## src/sv/stq_pkg.sv

```systemverilog
`timescale 1ns / 1ps
// Shared types and constants for the sorted timer queue.
// No dependencies; used by stq_cell, stq_chain, sorted_timer_queue and tb_top.
package stq_pkg;

  localparam int NUM_TIMERS = 16;
  localparam int TIME_BITS  = 32;
  localparam int ID_BITS    = 4;
  localparam int DELAY_BITS = 31;

  typedef enum logic [1:0] {
    CMD_TICK   = 2'd0,
    CMD_START  = 2'd1,
    CMD_CANCEL = 2'd2,
    CMD_ACK    = 2'd3
  } cmd_t;

  typedef enum logic [2:0] {
    KIND_STARTED   = 3'd0,
    KIND_REJECTED  = 3'd1,
    KIND_FIRED     = 3'd2,
    KIND_DONE      = 3'd3,
    KIND_IDLE_TICK = 3'd4
  } kind_t;

  // One list entry as held by a cell
  typedef struct packed {
    logic                 valid;
    logic [ID_BITS-1:0]   id;
    logic [TIME_BITS-1:0] deadline;
  } entry_t;

  // Chain command, applied to all cells in the same cycle
  typedef struct packed {
    logic                 ins;   // sorted insert of (id, dl)
    logic                 pop;   // drop head, shift all left
    logic                 mark;  // start removal of entry with id
    logic [ID_BITS-1:0]   id;
    logic [TIME_BITS-1:0] dl;
  } chain_ctl_t;

endpackage

```

## src/sv/sorted_timer_queue.sv

```systemverilog
`timescale 1ns / 1ps
// Top level of the sorted timer queue: command decode, clock, per-slot
// flags and output register. Depends on stq_pkg and stq_chain.
//
//  channel | dir | handshake        | contents
//  s_*     | in  | s_tvalid/tready  | tuser: command; tdata: timer_id, delay
//  m_*     | out | m_tvalid/tready  | tuser: kind; tdata: slot, now; tlast
//
// Start and acknowledge each give one beat.
// Cancel of a running timer gives its beat at once, then the hole left in
// the cell chain moves one cell per cycle to the tail; no new command is
// taken until that ends.
// Tick: the clock advances first, then one beat goes out per fired timer
// (or a single no-expiry beat). Sync reset, no clearing pass.
// A stalled output holds the FSM; input is taken only with the output free.
module sorted_timer_queue (
  input  logic        clk,
  input  logic        rst,
  input  logic        s_tvalid,
  output logic        s_tready,
  input  logic [1:0]  s_tuser,   // [1:0] command
  input  logic [39:0] s_tdata,   // [3:0] timer_id, [34:4] delay, rest zero
  output logic        m_tvalid,
  input  logic        m_tready,
  output logic [2:0]  m_tuser,   // [2:0] kind
  output logic [39:0] m_tdata,   // [3:0] slot, [35:4] now, rest zero
  output logic        m_tlast
);

  typedef enum logic [1:0] {
    ST_IDLE = 2'b01,
    ST_TICK = 2'b10
  } state_t;

  state_t                             state, state_next;
  logic [stq_pkg::TIME_BITS-1:0]      clock, clock_next;
  logic [stq_pkg::NUM_TIMERS-1:0]     running, running_next;
  logic [stq_pkg::NUM_TIMERS-1:0]     pending, pending_next;

  stq_pkg::cmd_t                      in_cmd;
  logic [stq_pkg::ID_BITS-1:0]        in_id;
  logic [stq_pkg::DELAY_BITS-1:0]     in_delay;
  logic                               acc;
  logic                               out_free;

  stq_pkg::chain_ctl_t                ctl;
  stq_pkg::entry_t                    head, second;
  logic                               busy;
  logic                               head_due, second_due;

  logic                               out_load;
  stq_pkg::kind_t                     out_kind;
  logic [stq_pkg::ID_BITS-1:0]        out_slot;
  logic                               out_last;
  logic [stq_pkg::TIME_BITS-1:0]      out_now;

  assign in_cmd   = stq_pkg::cmd_t'(s_tuser);
  assign in_id    = s_tdata[3:0];
  assign in_delay = s_tdata[34:4];

  assign out_free = !m_tvalid || m_tready;
  assign s_tready = (state == ST_IDLE) && !busy && out_free;
  assign acc      = s_tvalid && s_tready;

  assign head_due   = head.valid && (head.deadline == clock);
  assign second_due = second.valid && (second.deadline == clock);

  stq_chain u_chain (
    .clk    (clk),
    .rst    (rst),
    .ctl    (ctl),
    .head   (head),
    .second (second),
    .busy   (busy)
  );

  always_comb begin
    state_next   = state;
    clock_next   = clock;
    running_next = running;
    pending_next = pending;
    ctl          = '0;
    ctl.id       = in_id;
    ctl.dl       = clock + stq_pkg::TIME_BITS'(in_delay);
    out_load     = 1'b0;
    out_kind     = stq_pkg::KIND_DONE;
    out_slot     = in_id;
    out_last     = 1'b1;
    out_now      = clock;

    unique case (state)
      ST_IDLE: begin
        if (acc) begin
          unique case (in_cmd)
            stq_pkg::CMD_TICK: begin
              clock_next = clock + 1'b1;
              state_next = ST_TICK;
            end
            stq_pkg::CMD_START: begin
              out_load = 1'b1;
              if (running[in_id] || pending[in_id]) begin
                out_kind = stq_pkg::KIND_REJECTED;
              end else if (in_delay == '0) begin
                pending_next[in_id] = 1'b1;
                out_kind            = stq_pkg::KIND_FIRED;
              end else begin
                running_next[in_id] = 1'b1;
                ctl.ins             = 1'b1;
                out_kind            = stq_pkg::KIND_STARTED;
              end
            end
            stq_pkg::CMD_CANCEL: begin
              out_load = 1'b1;
              out_kind = stq_pkg::KIND_DONE;
              if (running[in_id]) begin
                running_next[in_id] = 1'b0;
                ctl.mark            = 1'b1;
              end else begin
                pending_next[in_id] = 1'b0;
              end
            end
            stq_pkg::CMD_ACK: begin
              out_load            = 1'b1;
              out_kind            = stq_pkg::KIND_DONE;
              pending_next[in_id] = 1'b0;
            end
            default: ;
          endcase
        end
      end
      ST_TICK: begin
        if (out_free) begin
          out_load = 1'b1;
          if (head_due) begin
            running_next[head.id] = 1'b0;
            pending_next[head.id] = 1'b1;
            ctl.pop               = 1'b1;
            out_kind              = stq_pkg::KIND_FIRED;
            out_slot              = head.id;
            out_last              = !second_due;
            if (!second_due) begin
              state_next = ST_IDLE;
            end
          end else begin
            out_kind   = stq_pkg::KIND_IDLE_TICK;
            out_slot   = '0;
            state_next = ST_IDLE;
          end
        end
      end
      default: state_next = ST_IDLE;
    endcase
  end

  always_ff @(posedge clk) begin
    if (rst) begin
      state    <= ST_IDLE;
      clock    <= '0;
      running  <= '0;
      pending  <= '0;
      m_tvalid <= 1'b0;
    end else begin
      state   <= state_next;
      clock   <= clock_next;
      running <= running_next;
      pending <= pending_next;
      if (out_load) begin
        m_tvalid <= 1'b1;
      end else if (m_tready) begin
        m_tvalid <= 1'b0;
      end
    end
  end

  always_ff @(posedge clk) begin
    if (out_load) begin
      m_tuser <= out_kind;
      m_tdata <= {4'd0, out_now, out_slot};
      m_tlast <= out_last;
    end
  end

  // A timer never runs while its event is pending
  a_run_pend_excl: assert property (@(posedge clk) disable iff (rst)
    (running & pending) == '0)
    else $error("timer running with event pending");

  // Once a tick is fully handled, no due entry is left at the head
  a_no_stale_head: assert property (@(posedge clk) disable iff (rst)
    (state == ST_IDLE && !busy) |-> !head_due)
    else $error("due timer left at head of list");

  // Only a tick produces more than one beat
  a_multi_beat_tick: assert property (@(posedge clk) disable iff (rst)
    (m_tvalid && !m_tlast) |-> (state == ST_TICK))
    else $error("non-final beat outside tick handling");

  // Chain compaction only follows a cancel
  a_busy_from_cancel: assert property (@(posedge clk) disable iff (rst)
    $rose(busy) |-> $past(acc && in_cmd == stq_pkg::CMD_CANCEL))
    else $error("list compaction without cancel");

endmodule

```

## src/sv/stq_cell.sv

```systemverilog
`timescale 1ns / 1ps
// One cell of the sorted timer list: holds a single entry and trades it
// with its neighbors. Depends on stq_pkg.
module stq_cell (
  input  logic               clk,
  input  logic               rst,
  input  stq_pkg::chain_ctl_t ctl,
  input  stq_pkg::entry_t    left,
  input  logic               left_k,
  input  logic               left_rm,
  input  stq_pkg::entry_t    right,
  output stq_pkg::entry_t    cur,
  output logic               k,
  output logic               rm
);

  logic [stq_pkg::TIME_BITS-1:0] diff;

  // Wrap-safe "own deadline strictly later than the new one"
  assign diff = cur.deadline - ctl.dl;
  assign k    = cur.valid && (diff != '0) && !diff[stq_pkg::TIME_BITS-1];

  always_ff @(posedge clk) begin
    if (rst) begin
      cur.valid <= 1'b0;
      rm        <= 1'b0;
    end else if (ctl.pop) begin
      cur <= right;
    end else if (ctl.ins) begin
      // later entries move right by one; the first later (or first free)
      // cell takes the new entry
      if (left_k) begin
        cur <= left;
      end else if (k || (!cur.valid && left.valid)) begin
        cur.valid    <= 1'b1;
        cur.id       <= ctl.id;
        cur.deadline <= ctl.dl;
      end
    end else if (ctl.mark) begin
      rm <= cur.valid && (cur.id == ctl.id);
    end else if (rm) begin
      // hole bubbles to the tail, one cell per cycle
      cur <= right;
      rm  <= 1'b0;
    end else if (left_rm) begin
      rm <= cur.valid;
    end
  end

endmodule

```

## src/sv/stq_chain.sv

```systemverilog
`timescale 1ns / 1ps
// Row of stq_cell instances forming the sorted timer list.
// Depends on stq_pkg and stq_cell.
module stq_chain (
  input  logic                clk,
  input  logic                rst,
  input  stq_pkg::chain_ctl_t ctl,
  output stq_pkg::entry_t     head,
  output stq_pkg::entry_t     second,
  output logic                busy
);

  stq_pkg::entry_t                cells [stq_pkg::NUM_TIMERS];
  logic [stq_pkg::NUM_TIMERS-1:0] k;
  logic [stq_pkg::NUM_TIMERS-1:0] rm;

  genvar i;
  generate
    for (i = 0; i < stq_pkg::NUM_TIMERS; i++) begin : g_cell
      stq_pkg::entry_t left_e;
      stq_pkg::entry_t right_e;
      logic            left_k;
      logic            left_rm;

      if (i == 0) begin : g_first
        // front of list: a free head cell may always take a new entry
        always_comb begin
          left_e       = '0;
          left_e.valid = 1'b1;
        end
        assign left_k  = 1'b0;
        assign left_rm = 1'b0;
      end else begin : g_mid
        assign left_e  = cells[i-1];
        assign left_k  = k[i-1];
        assign left_rm = rm[i-1];
      end

      if (i == stq_pkg::NUM_TIMERS - 1) begin : g_last
        assign right_e = '0;
      end else begin : g_notlast
        assign right_e = cells[i+1];
      end

      stq_cell u_cell (
        .clk     (clk),
        .rst     (rst),
        .ctl     (ctl),
        .left    (left_e),
        .left_k  (left_k),
        .left_rm (left_rm),
        .right   (right_e),
        .cur     (cells[i]),
        .k       (k[i]),
        .rm      (rm[i])
      );
    end
  endgenerate

  assign head   = cells[0];
  assign second = cells[1];
  assign busy   = |rm;

endmodule

```

## config.mk

```make
export PLATFORM = sky130hd
export DESIGN_NAME = sorted_timer_queue
export DESIGN_NICKNAME = d
export VERILOG_FILES = /design/src/sv/stq_pkg.sv /design/src/sv/sorted_timer_queue.sv /design/src/sv/stq_cell.sv /design/src/sv/stq_chain.sv
export SDC_FILE = /design/constraint.sdc
export NUM_CORES = 2
export LEC_CHECK = 0
export BUFFER_PORTS_ARGS = -buffer_cell sky130_fd_sc_hd__buf_2
export CAP_MARGIN = 20
export CORE_ASPECT_RATIO = 0.75
export CORE_MARGIN = 4
export CORE_UTILIZATION = 40
export DETAILED_ROUTE_END_ITERATION = 10
export HOLD_SLACK_MARGIN = 0.1
export SYNTH_ARGS = -nofsm -noshare
export SYNTH_HDL_FRONTEND = slang
export SYNTH_HIERARCHICAL = 1
export SYNTH_SLANG_ARGS = --single-unit
```

## constraint.sdc

```tcl
create_clock -name clk -period 12.5 [get_ports clk]
set_input_delay 3.75 -clock clk [delete_from_list [all_inputs] [get_ports clk]]
set_output_delay 3.75 -clock clk [all_outputs]
set_load 0.005 [all_outputs]
```

[After elaboration in Yosys (flattened, before gate mapping)]
Index checks and enable logic that the tools add are counted.
Operators by class
  mux-type cells: 198
  order comparisons: 4
  eq/ne operators: 54
  $add $sub $neg: 18
  bitwise logic cells: 11
  reduce and logical (&&, ||, !) cells: 201
Operator list (number)
  $mux W37: 94
  $reduce_bool A32 Y1: 16
  $sub A32 B32 Y32: 16
  $mux W16: 12
  $pmux W16 S2: 3
  $logic_and A1 B1 Y1: 70
  $reduce_and A4 Y1: 17
  $mux W1: 67
  $eq A32 B32 Y1: 2
  $eq A4 B4 Y1: 16
  $ne A4 B2 Y1 const B: 15
  $reduce_and A3 Y1: 18
  $and A16 B16 Y16: 3
  $or A16 B16 Y16: 3
  $pmux W16 S3: 1
  $reduce_bool A3 Y1: 16
  $logic_not A1 Y1: 35
  $add A32 B1 Y32 const B: 1
  $add A32 B31 Y32: 1
  $not A16 Y16: 2
  $logic_not A31 Y1: 1
  $logic_or A1 B1 Y1: 18
  $mux W2: 9
  $ne A3 B3 Y1 const B: 6
  24 further kinds: 44
Word-level totals
  register bits: 715
  output and inout port bits: 46
  logic and storage cells: 558
  input bits: 46

[Logic depth before layout (Yosys ltp)]
  depth in word-level cells: 10
  mapped depth: 27

[Cells and area by module]
Netlist, hierarchy kept.
By module, submodules not included
  stq_cell at u_chain.g_cell[13].u_cell ...: area an instance 4498.1 µm², instances 12, cells an instance 560, sequential area each 1121.1 µm²
  stq_cell at u_chain.g_cell[0].u_cell ...: area an instance 4295.4 µm², instances 4, cells an instance 532, sequential area each 1121.1 µm²
  sorted_timer_queue: area an instance 7190.6 µm², instances 1, cells an instance 796, sequential area each 2542.4 µm²
  stq_chain: area an instance 38.8 µm², instances 1, cells an instance 7, sequential area each 0.0 µm²

[Worst setup path after synthesis]
Ideal clock, no wire load.
  path type: in2reg
  start: in s_tdata[4]
  end: reg u_chain/g_cell[2].u_cell/cur[0] (netlist bit), enable pin
  setup slack: 0.045 ns
  arrival time: 11.980 ns
  required time: 12.026 ns
  setup time: 0.474 ns
  cell stages on the path: 25
  cell sequence: ha_1 -> fa_1 -> a211oi_1 -> o211ai_1 -> a31oi_1 -> o21bai_1 -> a21oi_1 -> o21ai_0 -> xor2_1 -> inv_1 -> ha_1 -> clkbuf_1 -> nand2_1 -> or4_1 -> o32ai_1 -> o21bai_1 -> o211a_1 -> nor3_1 -> o221a_2 -> nand4_1 -> and2_2 -> clkbuf_1 -> a211o_1 -> a21oi_2 -> nor3_1
RTL lines
  start: declaration: RTL line sorted_timer_queue.sv:22  | input logic [39:0] s_tdata,
  end signal: assignment: RTL line stq_cell.sv:28  | cur <= right;
  end signal: assignment: RTL line stq_cell.sv:33  | cur <= left;
  end signal: assignment: RTL line stq_cell.sv:43  | cur <= right;
  end: declaration: RTL line stq_cell.sv:12  | output stq_pkg::entry_t cur,

==> results.rst <==
.. list-table::
   :header-rows: 1

   * - Metric
     - Value
   * - Status
     - complete, no violations
   * - Overall track demand over capacity in global routing
     - 31.29%
   * - FILL cells
     - 19,490
   * - CTS Root Buffer Type
     - sky130_fd_sc_hd__clkbuf_16
   * - Final setup skew
     - 0.03307 ns
   * - Switching share of power
     - 37.11%
   * - Die W
     - 519.1 um
   * - Data arrival time of the critical path
     - 12.28 ns
   * - Summed instance area of the synthesized netlist
     - 78,380 sq um
   * - Cell count of the worst reg-to-reg path
     - 30
   * - Final Wtd Congestion
     - 1.002
   * - TritonCTS clock tree
     - yes
   * - Pwr per Cell Area
     - 94.85 nW/um^2
   * - H-Tree Level Count
     - 3
   * - TritonCTS Buffers
     - 83
   * - CP top delay family
     - compound AO/OA/AOI/OAI gates
   * - Layout overhead on the synthesized area
     - 8.159%
   * - Minimum clock period after layout
     - 11.62 ns
   * - Remaining global-route overflow
     - 0
   * - Required time of the critical path
     - 13.16 ns
   * - Leakage
     - 33.06 nW
   * - Remaining routing DRC violations
     - 0
   * - Proportion of layout cells with a drive suffix above 1
     - 8.316%
   * - Fin Setup TNS
     - 0 ns
   * - Cell-internal power
     - 5.057 mW
   * - Hold path depth
     - 2
   * - Highest ir drop seen on vdd
     - 0.1059 mV
   * - Worst Slack Setup Final
     - 0.8833 ns
   * - Startpoint type of the worst setup path
     - input pin
   * - Share of power burned in combinational logic
     - 32.9%
   * - Worst min-delay path category
     - reg2reg
   * - Final-report hold violation count
     - 0
   * - Die Area
     - 203,200 sq um
   * - Type of element capturing the critical path
     - flop
   * - Core occupancy in the finished layout
     - 43.60%
   * - Switching power total
     - 2.984 mW
   * - Number of global-route vias before repair
     - 71,180
   * - Reg-to-Reg End
     - u_chain/g_cell[6].u_cell/cur[36]
   * - Number of vias after detailed routing
     - 79,590
   * - Fmax achieved
     - 86.08 MHz
   * - Starting DRC count in detailed routing
     - 11,830
   * - Worst path bufs/invs
     - 7
   * - Relative contribution of sequential cells to total power
     - 36.1%
   * - Buffers on Ports
     - 82
   * - Number of nets in the layout
     - 10,170
   * - Clock buffer depth
     - 3
   * - Wire length per cell after detailed routing
     - 27.43 um
   * - Slowest stage delay, CP
     - 0.87 ns
   * - Summed area of non-filler cells in the final layout
     - 84,780 sq um
   * - Portion of total power attributed to the clock network
     - 31.0%
   * - Io pins
     - 92
   * - Pre-CTS worst setup slack
     - 0.4917 ns
   * - Number of iterations in the first detailed-routing pass
     - 8
   * - Maximum number of pins on one net before global-route repair
     - 76
   * - Critical path's most frequent cell
     - sky130_fd_sc_hd__buf_4
   * - Post-synthesis area per instance
     - 8.122 sq um
   * - Vertical die dimension
     - 391.4 um
   * - Effective utilization at floorplan
     - 40.31%
   * - Std cell rows
     - 140
   * - Final clock period utilization by the worst path
     - 92.93%
   * - Skew-Pair Late Insertion Delay
     - 0.72 ns
   * - Post-CTS Setup Repair Bufs
     - 0
   * - Slew HR
     - 22.37%
   * - Slack of the worst reg-to-reg path
     - 3.43 ns
   * - RSZ-0062 raised after global routing
     - false
   * - Setup CP Type
     - in2reg
   * - Post-detailed-route count of antenna-violating nets
     - 0
   * - Max_cap viols
     - 0
   * - Final setup vio count
     - 0
   * - Placement Cell Area
     - 82,010 sq um
   * - Biggest fanout along the worst timing path
     - 37
   * - Post-route total power
     - 8.041 mW
   * - Syn. warnings
     - 6
   * - Slew at the pin closest to its max-slew limit
     - 1.163 ns
   * - Synth Instances
     - 9,650
   * - DPL Wire Length
     - 255,700 um
   * - Number of clock sinks
     - 715
   * - CTS hold repair buffers
     - 0
   * - Number of vias per cell
     - 6.519
   * - Slowest cell on the critical path
     - sky130_fd_sc_hd__xnor2_2
   * - Post-detailed-routing wire length
     - 334,800 um
   * - Global-route wire length before repair
     - 485,100 um
   * - Post-CTS clock slew at the launch and capture registers of the worst setup and hold paths
     - 0.06 ns
   * - Slew Viols, Final
     - 0
   * - Cts repair resizes
     - 0
   * - Initial antenna violation count
     - 18
   * - Core area
     - 194,400 sq um
   * - R2R Path Start
     - clock[0]
-- flip-flops by register name, indices dropped and copies added, names as in the netlist, named ones only --
name / count
m_tuser: 3
state: 2
u_chain/g_cell.u_cell/rm: 16
m_tdata: 36
u_chain/g_cell.u_cell/cur: 592
clock: 32
m_tvalid: 1
m_tlast: 1
-- power by group through the flow --
stage	clock network, mW	registers [mW]	logic, mW
2_1_floorplan	0	2.87	1.80
3_3_place_gp	0	2.95	2.50
3_5_place_dp	0	2.95	2.53
4_1_cts	2.51	2.90	2.55
5_1_grt	2.61	2.91	2.86
6_report	2.49	2.91	2.64
-- layout by cell type, fill, tap and decap left out, types with 114 or more instances in the layout --
master / n
sky130_fd_sc_hd__nand2_1: 1226
sky130_fd_sc_hd__o21a_1: 136
sky130_fd_sc_hd__nor3_1: 255
sky130_fd_sc_hd__nor2_1: 469
sky130_fd_sc_hd__or3_1: 134
sky130_fd_sc_hd__buf_4: 141
sky130_fd_sc_hd__ha_1: 529
sky130_fd_sc_hd__mux2i_1: 679
sky130_fd_sc_hd__edfxtp_1: 616
sky130_fd_sc_hd__inv_1: 684
sky130_fd_sc_hd__o21ai_0: 1041
sky130_fd_sc_hd__xor2_1: 222
sky130_fd_sc_hd__nand4_1: 177
sky130_fd_sc_hd__a21oi_1: 632
sky130_fd_sc_hd__nand3_1: 114
-- metrics by stage --
stage	cells	hold WS [ns]
6_report	12210	0.4769
4_1_cts	12200	0.4770
3_5_place_dp	12040	0.4673
5_1_grt	12200	0.5031
2_1_floorplan	9728	0.4323
3_3_place_gp	12040	0.4633
-- per-layer routing --
layer / global-route usage [%] / wire length [um] / vias up
met5: 0 / 174 / -
met1: 48.02 / 153700 / 38650
li1: - / - / 35730
met4: 8.699 / 10690 / 26
met2: 42.22 / 128400 / 4602
met3: 8.148 / 41850 / 587
-- worst max-delay path by stage --
stage	end	slack, ns	cells after the start	from
4_1_cts	u_chain/g_cell[6].u_cell/cur[36]	1.22	31	s_tdata[4]
6_report	u_chain/g_cell[6].u_cell/cur[36]	0.88	31	s_tdata[4]
3_5_place_dp	u_chain/g_cell[6].u_cell/cur[36]	0.49	31	s_tdata[4]
2_1_floorplan	u_chain/g_cell[2].u_cell/cur[0]	0.05	25	s_tdata[4]
3_3_place_gp	u_chain/g_cell[6].u_cell/cur[36]	0.53	31	s_tdata[4]
5_1_grt	u_chain/g_cell[6].u_cell/cur[11]	0.57	29	s_tdata[4]
-- final cells by class --
type	count	area, sq um	area share, %
Antenna cell	8	20.02	0.02361
Clock buffer	110	2260	2.665
Clock inverter	44	449.2	0.5299
Inverter	685	2571	3.033
Multi-Input combinational cell	7847	53930	63.62
Sequential cell	715	20480	24.16
Tap cell	2556	3198	3.772
Timing Repair Buffer	243	1864	2.199
-- worst register-to-register path, delay by kind of cell, from the launching register on --
kind / cells / cell delay, ns
xor gates and xnor gates: 1 / 0.87
DFF: 1 / 0.61
buffers and inverters: 6 / 1.39
adders and majority gates: 3 / 1.03
and+or+nand+nor: 6 / 1.63
AOI/OAI and AO/OA: 14 / 3.51
(Power assumes the default switching activity.)
